--- config.mk ---
export PLATFORM = sky130hd
export DESIGN_NAME = coded_tone_burst_generator
export DESIGN_NICKNAME = d
export VERILOG_FILES = /design/src/ctbg_pkg.sv /design/src/ctbg_cfg_regs.sv /design/src/ctbg_core.sv /design/src/coded_tone_burst_generator.sv
export SDC_FILE = /design/constraint.sdc
export NUM_CORES = 1
export LEC_CHECK = 0
export BUFFER_PORTS_ARGS = -buffer_cell sky130_fd_sc_hd__buf_2
export CORE_MARGIN = 2
export CORE_UTILIZATION = 57
export DETAILED_ROUTE_END_ITERATION = 10
export HOLD_SLACK_MARGIN = 0.1
export PLACE_DENSITY = 0.75
export SYNTH_ARGS = -nofsm -noshare
export SYNTH_HDL_FRONTEND = slang
export SYNTH_SLANG_ARGS = --single-unit
--- constraint.sdc ---
create_clock -name clk -period 3.9 [get_ports clk]
set_input_delay 0.195 -clock clk [delete_from_list [all_inputs] [get_ports clk]]
set_output_delay 0.195 -clock clk [all_outputs]
set_load 0.02 [all_outputs]
--- src/ctbg_pkg.sv ---
// Shared types, register indexes and reset values for the coded tone burst generator.
package ctbg_pkg;

  localparam int CFG_IDX_W           = 3;
  localparam int CFG_DATA_W          = 24;
  localparam int DEFAULT_TIMER_WIDTH = 24;

  localparam int HALF_W   = 8;
  localparam int PHASE_W  = 16;
  localparam int COUNT_W  = 4;
  localparam int SINCE_W  = 20;
  localparam int PERIOD_W = 24;

  localparam logic [CFG_IDX_W-1:0] REG_HALF_PERIOD  = 3'd0;
  localparam logic [CFG_IDX_W-1:0] REG_BURST_LENGTH = 3'd1;
  localparam logic [CFG_IDX_W-1:0] REG_BURST_COUNT  = 3'd2;
  localparam logic [CFG_IDX_W-1:0] REG_GAP          = 3'd3;
  localparam logic [CFG_IDX_W-1:0] REG_REARM        = 3'd4;
  localparam logic [CFG_IDX_W-1:0] REG_AUTO_PERIOD  = 3'd5;
  localparam logic [CFG_IDX_W-1:0] REG_BLINK_PERIOD = 3'd6;

  localparam logic [HALF_W-1:0]   RST_HALF_PERIOD  = 8'd12;
  localparam logic [PHASE_W-1:0]  RST_BURST_LENGTH = 16'd15000;
  localparam logic [COUNT_W-1:0]  RST_BURST_COUNT  = 4'd3;
  localparam logic [PHASE_W-1:0]  RST_GAP          = 16'd10000;
  localparam logic [SINCE_W-1:0]  RST_REARM        = 20'd100000;
  localparam logic [PERIOD_W-1:0] RST_AUTO_PERIOD  = 24'd5000000;
  localparam logic [PERIOD_W-1:0] RST_BLINK_PERIOD = 24'd1000000;

  typedef struct packed {
    logic [HALF_W-1:0]   half_period;
    logic [PHASE_W-1:0]  burst_length;
    logic [COUNT_W-1:0]  burst_count;
    logic [PHASE_W-1:0]  gap;
    logic [SINCE_W-1:0]  rearm;
    logic [PERIOD_W-1:0] auto_period;
    logic [PERIOD_W-1:0] blink_period;
  } cfg_t;

  typedef struct packed {
    logic drive;
    logic led;
    logic busy;
    logic armed;
  } res_t;

  typedef enum logic [2:0] {
    MODE_IDLE  = 3'b001,
    MODE_BURST = 3'b010,
    MODE_GAP   = 3'b100
  } mode_t;

endpackage

--- src/ctbg_cfg_regs.sv ---
// Configuration register file with write port and reset defaults.
module ctbg_cfg_regs (
  input  logic                                 clk,
  input  logic                                 rst_n,
  input  logic                                 cfg_we,
  input  logic [ctbg_pkg::CFG_IDX_W-1:0]       cfg_index,
  input  logic [ctbg_pkg::CFG_DATA_W-1:0]      cfg_wdata,
  output ctbg_pkg::cfg_t                       cfg
);

  ctbg_pkg::cfg_t cfg_r;

  always_ff @(posedge clk) begin
    if (!rst_n) begin
      cfg_r.half_period  <= ctbg_pkg::RST_HALF_PERIOD;
      cfg_r.burst_length <= ctbg_pkg::RST_BURST_LENGTH;
      cfg_r.burst_count  <= ctbg_pkg::RST_BURST_COUNT;
      cfg_r.gap          <= ctbg_pkg::RST_GAP;
      cfg_r.rearm        <= ctbg_pkg::RST_REARM;
      cfg_r.auto_period  <= ctbg_pkg::RST_AUTO_PERIOD;
      cfg_r.blink_period <= ctbg_pkg::RST_BLINK_PERIOD;
    end else if (cfg_we) begin
      unique case (cfg_index)
        ctbg_pkg::REG_HALF_PERIOD:
          cfg_r.half_period <= cfg_wdata[ctbg_pkg::HALF_W-1:0];
        ctbg_pkg::REG_BURST_LENGTH:
          cfg_r.burst_length <= cfg_wdata[ctbg_pkg::PHASE_W-1:0];
        ctbg_pkg::REG_BURST_COUNT:
          cfg_r.burst_count <= cfg_wdata[ctbg_pkg::COUNT_W-1:0];
        ctbg_pkg::REG_GAP:
          cfg_r.gap <= cfg_wdata[ctbg_pkg::PHASE_W-1:0];
        ctbg_pkg::REG_REARM:
          cfg_r.rearm <= cfg_wdata[ctbg_pkg::SINCE_W-1:0];
        ctbg_pkg::REG_AUTO_PERIOD:
          cfg_r.auto_period <= cfg_wdata[ctbg_pkg::PERIOD_W-1:0];
        ctbg_pkg::REG_BLINK_PERIOD:
          cfg_r.blink_period <= cfg_wdata[ctbg_pkg::PERIOD_W-1:0];
        default: ;  // unmapped index, write dropped
      endcase
    end
  end

  assign cfg = cfg_r;

endmodule

--- src/ctbg_core.sv ---
// Sequencer state, tick counters and per-tick next-state logic.
module ctbg_core #(
  parameter int TIMER_WIDTH = ctbg_pkg::DEFAULT_TIMER_WIDTH
) (
  input  logic           clk,
  input  logic           rst_n,
  input  logic           step_en,
  input  logic           trig,
  input  logic           test,
  input  ctbg_pkg::cfg_t cfg,
  output ctbg_pkg::res_t res_nxt
);

  localparam int CMP_W = (TIMER_WIDTH > ctbg_pkg::PERIOD_W) ? TIMER_WIDTH
                                                             : ctbg_pkg::PERIOD_W;
  localparam logic [TIMER_WIDTH-1:0] TIMER_MAX = {TIMER_WIDTH{1'b1}};
  localparam logic [ctbg_pkg::SINCE_W-1:0] SINCE_MAX = {ctbg_pkg::SINCE_W{1'b1}};
  localparam logic [ctbg_pkg::PHASE_W-1:0] PHASE_MAX = {ctbg_pkg::PHASE_W{1'b1}};

  ctbg_pkg::mode_t                  mode_r, mode_nxt;
  logic [ctbg_pkg::PHASE_W-1:0]     phase_r, phase_nxt;
  logic [ctbg_pkg::HALF_W-1:0]      carrier_r, carrier_nxt;
  logic [ctbg_pkg::COUNT_W-1:0]     bursts_r, bursts_nxt;
  logic                             drive_r, drive_nxt;
  logic                             led_r, led_nxt;
  logic                             armed_r, armed_nxt;
  logic [ctbg_pkg::SINCE_W-1:0]     since_r, since_nxt;
  logic [TIMER_WIDTH-1:0]           auto_r, auto_nxt;
  logic [TIMER_WIDTH-1:0]           blink_r, blink_nxt;

  logic [ctbg_pkg::PHASE_W-1:0]     phase_inc;
  logic [ctbg_pkg::HALF_W-1:0]      carrier_inc;
  logic [ctbg_pkg::COUNT_W-1:0]     bursts_inc;
  logic [ctbg_pkg::COUNT_W-1:0]     need;
  logic                             start_seq;

  always_comb begin
    mode_nxt    = mode_r;
    phase_nxt   = phase_r;
    carrier_nxt = carrier_r;
    bursts_nxt  = bursts_r;
    drive_nxt   = drive_r;
    led_nxt     = led_r;
    armed_nxt   = armed_r;
    since_nxt   = (since_r == SINCE_MAX) ? since_r : since_r + 1'b1;
    auto_nxt    = (auto_r == TIMER_MAX) ? auto_r : auto_r + 1'b1;
    blink_nxt   = (blink_r == TIMER_MAX) ? blink_r : blink_r + 1'b1;
    phase_inc   = (phase_r == PHASE_MAX) ? phase_r : phase_r + 1'b1;
    carrier_inc = carrier_r + 1'b1;
    bursts_inc  = bursts_r + 1'b1;
    need        = (cfg.burst_count == '0) ? ctbg_pkg::COUNT_W'(1) : cfg.burst_count;
    start_seq   = 1'b0;

    unique case (mode_r)
      ctbg_pkg::MODE_GAP: begin
        phase_nxt = phase_inc;
        if (phase_inc >= cfg.gap) begin
          mode_nxt    = ctbg_pkg::MODE_BURST;
          phase_nxt   = '0;
          carrier_nxt = '0;
          drive_nxt   = 1'b1;
        end
      end
      ctbg_pkg::MODE_BURST: begin
        phase_nxt   = phase_inc;
        carrier_nxt = carrier_inc;
        if (carrier_inc >= cfg.half_period) begin
          carrier_nxt = '0;
          if (drive_r) begin
            drive_nxt = 1'b0;
          end else if (phase_inc < cfg.burst_length) begin
            drive_nxt = 1'b1;
          end else begin
            // burst time spent at the end of a low half: close the burst
            drive_nxt  = 1'b0;
            bursts_nxt = bursts_inc;
            phase_nxt  = '0;
            if (bursts_inc >= need) begin
              mode_nxt   = ctbg_pkg::MODE_IDLE;
              led_nxt    = 1'b0;
              bursts_nxt = '0;
            end else if (cfg.gap == '0) begin
              drive_nxt = 1'b1;
            end else begin
              mode_nxt = ctbg_pkg::MODE_GAP;
            end
          end
        end
      end
      default: begin
        mode_nxt = ctbg_pkg::MODE_IDLE;
        if (trig) begin
          if (!armed_r) begin
            armed_nxt = 1'b1;
            since_nxt = '0;
            start_seq = 1'b1;
          end
        end else if (armed_r && (since_nxt > cfg.rearm)) begin
          armed_nxt = 1'b0;
        end
        if (!armed_nxt && (CMP_W'(blink_nxt) > CMP_W'(cfg.blink_period))) begin
          led_nxt   = ~led_nxt;
          blink_nxt = '0;
        end
        if (!armed_nxt && (CMP_W'(auto_nxt) > CMP_W'(cfg.auto_period))) begin
          auto_nxt  = '0;
          start_seq = 1'b1;
        end
        if (test) begin
          start_seq = 1'b1;
        end
        // a start overrides any LED toggle from this tick
        if (start_seq) begin
          mode_nxt    = ctbg_pkg::MODE_BURST;
          phase_nxt   = '0;
          carrier_nxt = '0;
          bursts_nxt  = '0;
          drive_nxt   = 1'b1;
          led_nxt     = 1'b1;
        end
      end
    endcase
  end

  always_ff @(posedge clk) begin
    if (!rst_n) begin
      mode_r    <= ctbg_pkg::MODE_IDLE;
      phase_r   <= '0;
      carrier_r <= '0;
      bursts_r  <= '0;
      drive_r   <= 1'b0;
      led_r     <= 1'b0;
      armed_r   <= 1'b0;
      since_r   <= '0;
      auto_r    <= '0;
      blink_r   <= '0;
    end else if (step_en) begin
      mode_r    <= mode_nxt;
      phase_r   <= phase_nxt;
      carrier_r <= carrier_nxt;
      bursts_r  <= bursts_nxt;
      drive_r   <= drive_nxt;
      led_r     <= led_nxt;
      armed_r   <= armed_nxt;
      since_r   <= since_nxt;
      auto_r    <= auto_nxt;
      blink_r   <= blink_nxt;
    end
  end

  assign res_nxt.drive = drive_nxt;
  assign res_nxt.led   = led_nxt;
  assign res_nxt.busy  = (mode_nxt != ctbg_pkg::MODE_IDLE);
  assign res_nxt.armed = armed_nxt;

  a_led_on_while_busy: assert property (@(posedge clk) disable iff (!rst_n)
    (mode_r != ctbg_pkg::MODE_IDLE) |-> led_r)
    else $error("LED low while a sequence runs");

  a_gap_silent: assert property (@(posedge clk) disable iff (!rst_n)
    (mode_r == ctbg_pkg::MODE_GAP) |-> !drive_r)
    else $error("drive high during a gap");

  a_idle_clean: assert property (@(posedge clk) disable iff (!rst_n)
    (mode_r == ctbg_pkg::MODE_IDLE) |->
      (!drive_r && (phase_r == '0) && (carrier_r == '0) && (bursts_r == '0)))
    else $error("sequence state left over in idle");

  a_arm_needs_trigger: assert property (@(posedge clk) disable iff (!rst_n)
    $rose(armed_r) |-> ($past(step_en) && $past(trig) && $past(mode_r) == ctbg_pkg::MODE_IDLE))
    else $error("armed without a high trigger in idle");

endmodule

--- src/coded_tone_burst_generator.sv ---
// Top level: configuration registers, tick sequencer and output register.
//
// Each request on the in_ channel is one timebase tick carrying the trigger
// level and a manual test request. Every accepted request yields exactly one
// result on the out_ channel: drive and LED levels, busy and armed flags as
// they stand after that tick.
// The result is registered and is valid the cycle after the request is accepted.
// Throughput: one request per cycle while out_ready holds; the next-state logic
// of the sequencer is a single registered pass over the counters and compares.
// The output register decouples the channels: in_ready is high whenever the
// output register is empty or is being taken in the same cycle, so a stalled
// receiver holds back at most one result and then stalls the sender.
// Reset (rst_n low, synchronous) loads the register defaults, idles the
// sequencer, clears all counters, drops armed and empties the output register.
// Configuration writes (cfg_we, cfg_index, cfg_wdata) take effect at once;
// unmapped indexes are ignored. Write only while no request is in flight.
module coded_tone_burst_generator #(
  parameter int TIMER_WIDTH = ctbg_pkg::DEFAULT_TIMER_WIDTH
) (
  input  logic                            clk,
  input  logic                            rst_n,
  input  logic                            in_valid,
  output logic                            in_ready,
  input  logic                            in_trigger_level,
  input  logic                            in_test_request,
  output logic                            out_valid,
  input  logic                            out_ready,
  output logic                            out_drive_level,
  output logic                            out_led_level,
  output logic                            out_busy_res,
  output logic                            out_armed,
  input  logic                            cfg_we,
  input  logic [ctbg_pkg::CFG_IDX_W-1:0]  cfg_index,
  input  logic [ctbg_pkg::CFG_DATA_W-1:0] cfg_wdata
);

  ctbg_pkg::cfg_t cfg;
  ctbg_pkg::res_t res_nxt;
  ctbg_pkg::res_t res_r;
  logic           out_valid_r;
  logic           in_accept;

  assign in_ready  = !out_valid_r || out_ready;
  assign in_accept = in_valid && in_ready;

  ctbg_cfg_regs u_cfg (
    .clk       (clk),
    .rst_n     (rst_n),
    .cfg_we    (cfg_we),
    .cfg_index (cfg_index),
    .cfg_wdata (cfg_wdata),
    .cfg       (cfg)
  );

  ctbg_core #(
    .TIMER_WIDTH (TIMER_WIDTH)
  ) u_core (
    .clk     (clk),
    .rst_n   (rst_n),
    .step_en (in_accept),
    .trig    (in_trigger_level),
    .test    (in_test_request),
    .cfg     (cfg),
    .res_nxt (res_nxt)
  );

  always_ff @(posedge clk) begin
    if (!rst_n) begin
      out_valid_r <= 1'b0;
    end else if (in_accept) begin
      out_valid_r <= 1'b1;
    end else if (out_ready) begin
      out_valid_r <= 1'b0;
    end
  end

  always_ff @(posedge clk) begin
    if (in_accept) begin
      res_r <= res_nxt;
    end
  end

  assign out_valid       = out_valid_r;
  assign out_drive_level = res_r.drive;
  assign out_led_level   = res_r.led;
  assign out_busy_res    = res_r.busy;
  assign out_armed       = res_r.armed;

endmodule

Yosys cells after proc, flatten, opt, wreduce, memory -nomap -nowiden

Cells that the tools add are included.

Output and inout port bits: 6
Flip-flop bits (word level): 219
Logic and storage cells: 140
Input bits: 34

Muxes and demuxes: 62
Reduce and logical (&&, ||, !) cells: 24
Bitwise logic cells: 2
Order comparisons: 7
Equal/unequal tests: 17
Add/sub/neg operators: 6

Operators by type and width:

| cell                                                            | count |
|---|---|
| 24-bit two-way mux                                              | 6 |
| 16-bit two-way mux                                              | 6 |
| 20-bit two-way mux                                              | 4 |
| 24-bit by 1-bit adder with 24-bit output, second input constant | 2 |
| 24-bit == test, second input constant                           | 2 |
| 24-bit greater-than comparator                                  | 2 |
| 16-bit one-hot mux with 2 select lines                          | 1 |
| 1-bit two-way mux                                               | 24 |
| 4-bit two-way mux                                               | 6 |
| 8-bit two-way mux                                               | 3 |
| 20-bit by 1-bit adder with 20-bit output, second input constant | 1 |
| 20-bit == test, second input constant                           | 1 |
| 20-bit greater-than comparator                                  | 1 |
| 3-bit two-way mux                                               | 6 |
| 16-bit by 1-bit adder with 16-bit output, second input constant | 1 |
| 16-bit == test, second input constant                           | 1 |
| 16-bit >= comparator                                            | 1 |
| 16-bit logical NOT                                              | 1 |
| 16-bit less-than comparator                                     | 1 |
| 8-bit one-hot mux with 2 select lines                           | 1 |
| 2-bit AND reduction                                             | 8 |
| 3-bit == test, second input constant                            | 4 |
| 3-bit by 2-bit == test with 1-bit output, second input constant | 3 |
| 8-bit by 1-bit adder with 8-bit output, second input constant   | 1 |
| other kinds (22)                                                | 31 |

Depth between registers and ports, before layout

Depth in word-level cells: 15
Gate-level depth with buffers: 19

Cells and area by module

Synthesis repeated with hierarchy kept, for this count alone.

Cell total of the unflattened synthesis: 1624
Area total of the unflattened synthesis: 13800.7 µm²

By module, submodules not included:

| module                     | area each (µm²) | instances | cells each | sequential area each (µm²) |
|---|---|---|---|---|
| ctbg_core                  | 9247.6          | 1         | 1189       | 2042.0 |
| ctbg_cfg_regs              | 4375.4          | 1         | 426        | 2242.2 |
| coded_tone_burst_generator | 177.7           | 1         | 9          | 140.1 |

Worst setup path after synthesis

OpenSTA, ideal clock, no wires.

Path type: reg-to-reg
From: register u_core.since_r[4] (netlist name)
To: register u_core.carrier_r[2] (netlist name)
Setup slack: -0.081 ns
Path buffers: 3
Period minus slack after synthesis: 3.981 ns
Data required time: 3.784 ns
Setup time: 0.116 ns
Arrival: 3.865 ns
Cell stages (with the launch flop): 17
Cell sequence: dfxtp_1 -> buf_2 -> and4_1 -> nand4_1 -> or4_1 -> buf_2 -> and3_1 -> xor2_1 -> ha_1 -> a21oi_1 -> o21ai_0 -> a2111oi_0 -> nand3_1 -> a31oi_1 -> a211oi_2 -> clkbuf_1 -> a31o_2

Longest elaborated chain between the ends: 14
Elaborated cells between the ends (all ways): 15

Ends and longest elaborated chain:

| what                                                                       | line             | RTL |
|---|---|---|
| from (decl)                                                                | ctbg_core.sv:27  | `logic [ctbg_pkg::SINCE_W-1:0] since_r, since_nxt;` |
| from (signal assigned)                                                     | ctbg_core.sv:145 | `since_r <= since_nxt;` |
| 20-bit by 1-bit adder with 20-bit output or 20-bit == test (tied branches) | ctbg_core.sv:45  | `since_nxt = (since_r == SINCE_MAX) ? since_r : since_r + 1'b1;` |
| 20-bit two-way mux (*)                                                     | ctbg_core.sv:45  |  |
| 20-bit greater-than comparator (*)                                         | ctbg_core.sv:98  | `end else if (armed_r && (since_nxt > cfg.rearm)) begin` |
| 1-bit logical AND (*)                                                      | ctbg_core.sv:98  |  |
| 1-bit two-way mux (*)                                                      | ctbg_core.sv:98  |  |
| 1-bit two-way mux (*)                                                      | ctbg_core.sv:92  | `if (trig) begin` |
| 1-bit two-way mux (*)                                                      | ctbg_core.sv:54  | `unique case (mode_r)` |
| 1-bit logical NOT (*)                                                      | ctbg_core.sv:105 | `if (!armed_nxt && (CMP_W'(auto_nxt) > CMP_W'(cfg.auto_period))) begin` |
| 1-bit logical AND (*)                                                      | ctbg_core.sv:105 |  |
| 1-bit two-way mux (*)                                                      | ctbg_core.sv:105 |  |
| 1-bit two-way mux (*)                                                      | ctbg_core.sv:109 | `if (test) begin` |
| 1-bit two-way mux (*)                                                      | ctbg_core.sv:54  |  |
| 3-bit nonzero test (no line) (*)                                           | --               |  |
| 3-bit AND reduction (no line) (*)                                          | --               |  |
| to (signal assigned)                                                       | ctbg_core.sv:140 | `carrier_r <= carrier_nxt;` |
| to (decl)                                                                  | ctbg_core.sv:22  | `logic [ctbg_pkg::HALF_W-1:0] carrier_r, carrier_nxt;` |

Every way passes the cells marked *; elsewhere a longest branch is shown, timed or not. The select of a mux whose other input is x is not followed.
A chain may end at the register's enable or synchronous reset.

Worst setup path after layout

From: register u_core.since_r[4] (netlist name)
To: register u_core.auto_r[23]

Longest elaborated chain between the ends: 11
Elaborated cells between the ends (all ways): 12

Ends and longest elaborated chain:

| what                                                                       | line             | RTL |
|---|---|---|
| 20-bit by 1-bit adder with 20-bit output or 20-bit == test (tied branches) | ctbg_core.sv:45  |  |
| 20-bit two-way mux (*)                                                     | ctbg_core.sv:45  |  |
| 20-bit greater-than comparator (*)                                         | ctbg_core.sv:98  |  |
| 1-bit logical AND (*)                                                      | ctbg_core.sv:98  |  |
| 1-bit two-way mux (*)                                                      | ctbg_core.sv:98  |  |
| 1-bit two-way mux (*)                                                      | ctbg_core.sv:92  |  |
| 1-bit two-way mux (*)                                                      | ctbg_core.sv:54  |  |
| 1-bit logical NOT (*)                                                      | ctbg_core.sv:105 |  |
| 1-bit logical AND (*)                                                      | ctbg_core.sv:105 |  |
| 24-bit two-way mux (*)                                                     | ctbg_core.sv:105 |  |
| 24-bit two-way mux (*)                                                     | ctbg_core.sv:54  |  |
| to (signal assigned)                                                       | ctbg_core.sv:146 | `auto_r <= auto_nxt;` |
| to (decl)                                                                  | ctbg_core.sv:28  | `logic [TIMER_WIDTH-1:0] auto_r, auto_nxt;` |

Marked as above.

==> summary.txt <==
Status
  • Status: complete, but fails checks
  • Failing checks: negative setup slack

Timing
  • RSZ-0062 raised after global routing: true
  • Crit share post-route: 1.026
  • Worst-Margin Slew: 1.179 ns
  • Max-slew headroom at the worst pin: 0.2141
  • Crit path time final: 4.000 ns
  • Setup tns final: -1.944 ns
  • Final setup vio count: 55
  • Max Slew Vio Count: 0
  • Layout Skew: 0.008418 ns
  • Max frequency: 0.2500 GHz
  • Final setup margin: -0.1003 ns
  • Final hold vios: 0

Global routing
  • First-pass GRT wire length: between 50 and 60 mm
  • Gr usage total: 0.2926
  • Pin count of the biggest net entering global routing: 77
  • Vias in the first global route: between 10000 and 15000
  • Initial antenna violation count: 1
  • GRT overflow: 0

Pwr
  • PD cells: 323.0 mW/mm²
  • Peak supply drop: 0.3158 mV
  • Static Leakage: 6.822 nW

Worst setup path
  • Worst EP arrival: 4.46 ns
  • R2R Path Start: u_core.since_r[4]
  • Startpoint Class: flop
  • CP Data Required Time: 4.36 ns
  • Critical path capture point type: flop
  • Reg2Reg Depth: 17
  • Critical R2R Capture: u_core.auto_r[23]
  • Worst reg2reg setup slack: -0.10 ns
  • Worst setup path class: reg2reg
  • Crit Path Max Fanout: 6

Floorplanning
  • Core Footprint: 0.02250 mm²
  • IO Pins: 40
  • Die area: 0.02406 mm²
  • Die width: 155.1 µm
  • DIE HEIGHT: 155.1 µm
  • Initial Util: 0.5783
  • Site Rows: 55

Place
  • Placed Area: around 0.014 mm²
  • DP HPWL: 24.35 mm
  • Port bufs: 39
  • Placed cells: 2031
  • Final GP Congestion: 0.9017

Logic synthesis
  • Post-Syn Area: 0.01301 mm²
  • Register area share after synthesis: 0.3400
  • Ys Warns: 0
  • Post-synthesis sequential element count: 219
  • Syn Nets: 1812
  • Cell variety after synth: 72
  • Number of synthesized flops with an enable pin: 4
  • Async set or reset register ratio after synthesis: 0
  • Most used DFF post-synth: dfxtp_1
  • Mapped Avg Cell Area: 7.835 µm²
  • Mapped Cells: 1661

Clocking
  • Number of buffers created by CTS: 25
  • Clock Sink Count: 219
  • CTS tree: built
  • Worst-Skew Late Latency: 0.53 ns
  • Clock Tree Root: clkbuf_16
  • H-Tree Level Count: 1
  • CTS Buffer Depth: 3
  • Clock slew at reported path FFs: 0.06 ns

Drt
  • Drt first pass iters: 5
  • Final antenna-violating net count: 0
  • Vias per cell: 5.945
  • DRC Markers: 0
  • DR iter-0 viols: ~1000
  • Total number of vias: 12640
  • Drt total wl: about 37 mm
  • Routed WL per cell: roughly 17 µm

Finish
  • Most frequent cells in the layout: 333 x nand2_1, 204 x dfxtp_1, 128 x buf_4
  • Cell area after layout: roughly 0.016 mm²
  • Commonest non-fill, non-tap cell in the layout: nand2_1
  • Area growth syn-to-layout: 26.11%
  • Layout cell share with drive strength beyond 1: 0.2038
  • Final core occ: 0.7293
  • Non-Filler Instances: 2126
  • Fillers: 1665
  • Final #Nets: roughly 2000

Hold path
  • Hold depth: 3
  • Hold EP: u_cfg.cfg[85]
  • Hold/Removal Path Class: in2reg
  • HP Start: cfg_index[0]

Flow run
  • Max capacitance violation total: 0
[repair_timing]
item | CTS | global route
pin swaps | 7 | 58
setup endpoints to repair | 52 | 86
hold endpoints to repair | 109 | 0
buffers inserted | 8 | 13
gates resized for setup | 31 | 140
cloned | 2 | 2
hold buffers | 28 | 0
[critical path, stage by stage (launching register included)]
cell and delay (ns):
dfxtp_2 0.32, and4_4 0.22, nand4_1 0.13, buf_4 0.18
or4_4 0.59, and3_1 0.22, xor2_1 0.16, ha_1 0.33
a21oi_2 0.16, o21ai_2 0.08, a2111oi_4 0.36, nand3_2 0.17
buf_4 0.17, nand4_1 0.08, buf_6 0.15, nand2_1 0.08
or4_1 0.44, o21ai_1 0.09
[worst max-delay path by stage]
stage,cells past startpoint,startpoint,slack (ns),to
after detailed placement,15,u_core.since_r[7],-0.16,u_core.phase_r[11]
after global routing,19,u_core.since_r[4],-0.27,u_core.auto_r[23]
after floorplan,16,u_core.since_r[4],-0.003,u_core.auto_r[23]
after CTS,18,u_core.phase_r[0],-0.04,u_core.phase_r[11]
after global placement,15,u_core.since_r[7],-0.04,u_core.phase_r[11]
final,17,u_core.since_r[4],-0.10,u_core.auto_r[23]
[registers in the layout (all words and copies together) (netlist names)]
| register | cells |
|---|---|
| out_armed | 1 |
| out_busy_res | 1 |
| out_drive_level | 1 |
| out_led_level | 1 |
| out_valid | 1 |
| u_cfg.cfg | 112 |
| u_core.armed_r | 1 |
| u_core.auto_r | 24 |
| u_core.blink_r | 24 |
| u_core.bursts_r | 4 |
| u_core.carrier_r | 8 |
| u_core.drive_r | 1 |
| u_core.led_r | 1 |
| u_core.mode_r | 3 |
| u_core.phase_r | 16 |
| u_core.since_r | 20 |
[cell type report]
cell class | count | area (µm²) | area share
repair buffers | 212 | 1748 | 0.1065
flip-flops and latches | 219 | 4443 | 0.2707
diodes | 1 | 2.502 | 0.0001525
well taps | 285 | 356.6 | 0.02173
clock buffers | 37 | 782.0 | 0.04765
multi-input cells | 1242 | 8509 | 0.5185
inverters | 124 | 465.4 | 0.02836
clock inverters | 6 | 105.1 | 0.006404
[cell families after synthesis]
kind of cell | synth area share
AOI/OAI and AO/OA | 0.1800
xor gates and xnor gates | 0.05240
adders and majority gates | 0.1125
buffers and inverters | 0.05855
DFF | 0.3400
muxes | 0.005672
and+or+nand+nor | 0.2509
[power breakdown]
part	internal [W]	switching, W
Sequential	0.00229	0.0000261
Combinational	0.000171	0.000294
Clock	0.00157	0.000952
[metrics by stage]
stage	worst slack, ns	power, W	hold slack [ns]
3_5_place_dp	-0.1571	0.002758	0.4467
3_3_place_gp	-0.04166	0.002747	0.4420
6_report	-0.1003	0.005301	0.1951
4_1_cts	-0.03645	0.005288	0.1925
2_1_floorplan	-0.003412	0.002592	0.3235
5_1_grt	-0.2733	0.005445	0.2627
[cell usage after synthesis (4+ instances only)]
cell type / count / area (µm²)
o21ai_0: 49 / 245.2
nor4_1: 10 / 62.56
buf_2: 9 / 45.04
and2_1: 10 / 62.56
nand4_1: 34 / 212.7
a22oi_1: 6 / 45.04
xor2_1: 28 / 245.2
a211oi_1: 5 / 37.54
edfxtp_1: 4 / 120.1
nor2_1: 74 / 277.8
nand3_1: 78 / 390.4
nand2b_1: 23 / 143.9
and4_1: 19 / 166.4
a32o_1: 12 / 120.1
nor2b_1: 20 / 125.1
and3_1: 15 / 93.84
dfxtp_1: 215 / 4304
a21oi_1: 118 / 590.6
nand4b_1: 5 / 43.79
a31oi_1: 13 / 81.33
nand3b_1: 5 / 37.54
nand2_1: 340 / 1276
mux2i_1: 4 / 40.04
inv_1: 124 / 465.5
xnor2_1: 48 / 420.4
a21o_1: 8 / 60.06
o21a_1: 12 / 90.09
a21boi_0: 38 / 285.3
or2_2: 6 / 37.54
clkbuf_1: 64 / 240.2
o31ai_1: 5 / 37.54
ha_1: 117 / 1464
o211ai_1: 39 / 292.8
a31o_2: 8 / 70.07
o22ai_1: 8 / 50.05
nor3b_1: 4 / 30.03
nor3_1: 25 / 125.1
[routing by layer]
layer	global-route usage	up-vias	wire length (µm)
met5	0	-	0
met1	0.3763	6004	15560
met4	0.1049	0	1262
met2	0.4988	416	17700
li1	-	6120	-
met3	0.04596	100	2455
Note: power is estimated with default switching activity, not from simulation.
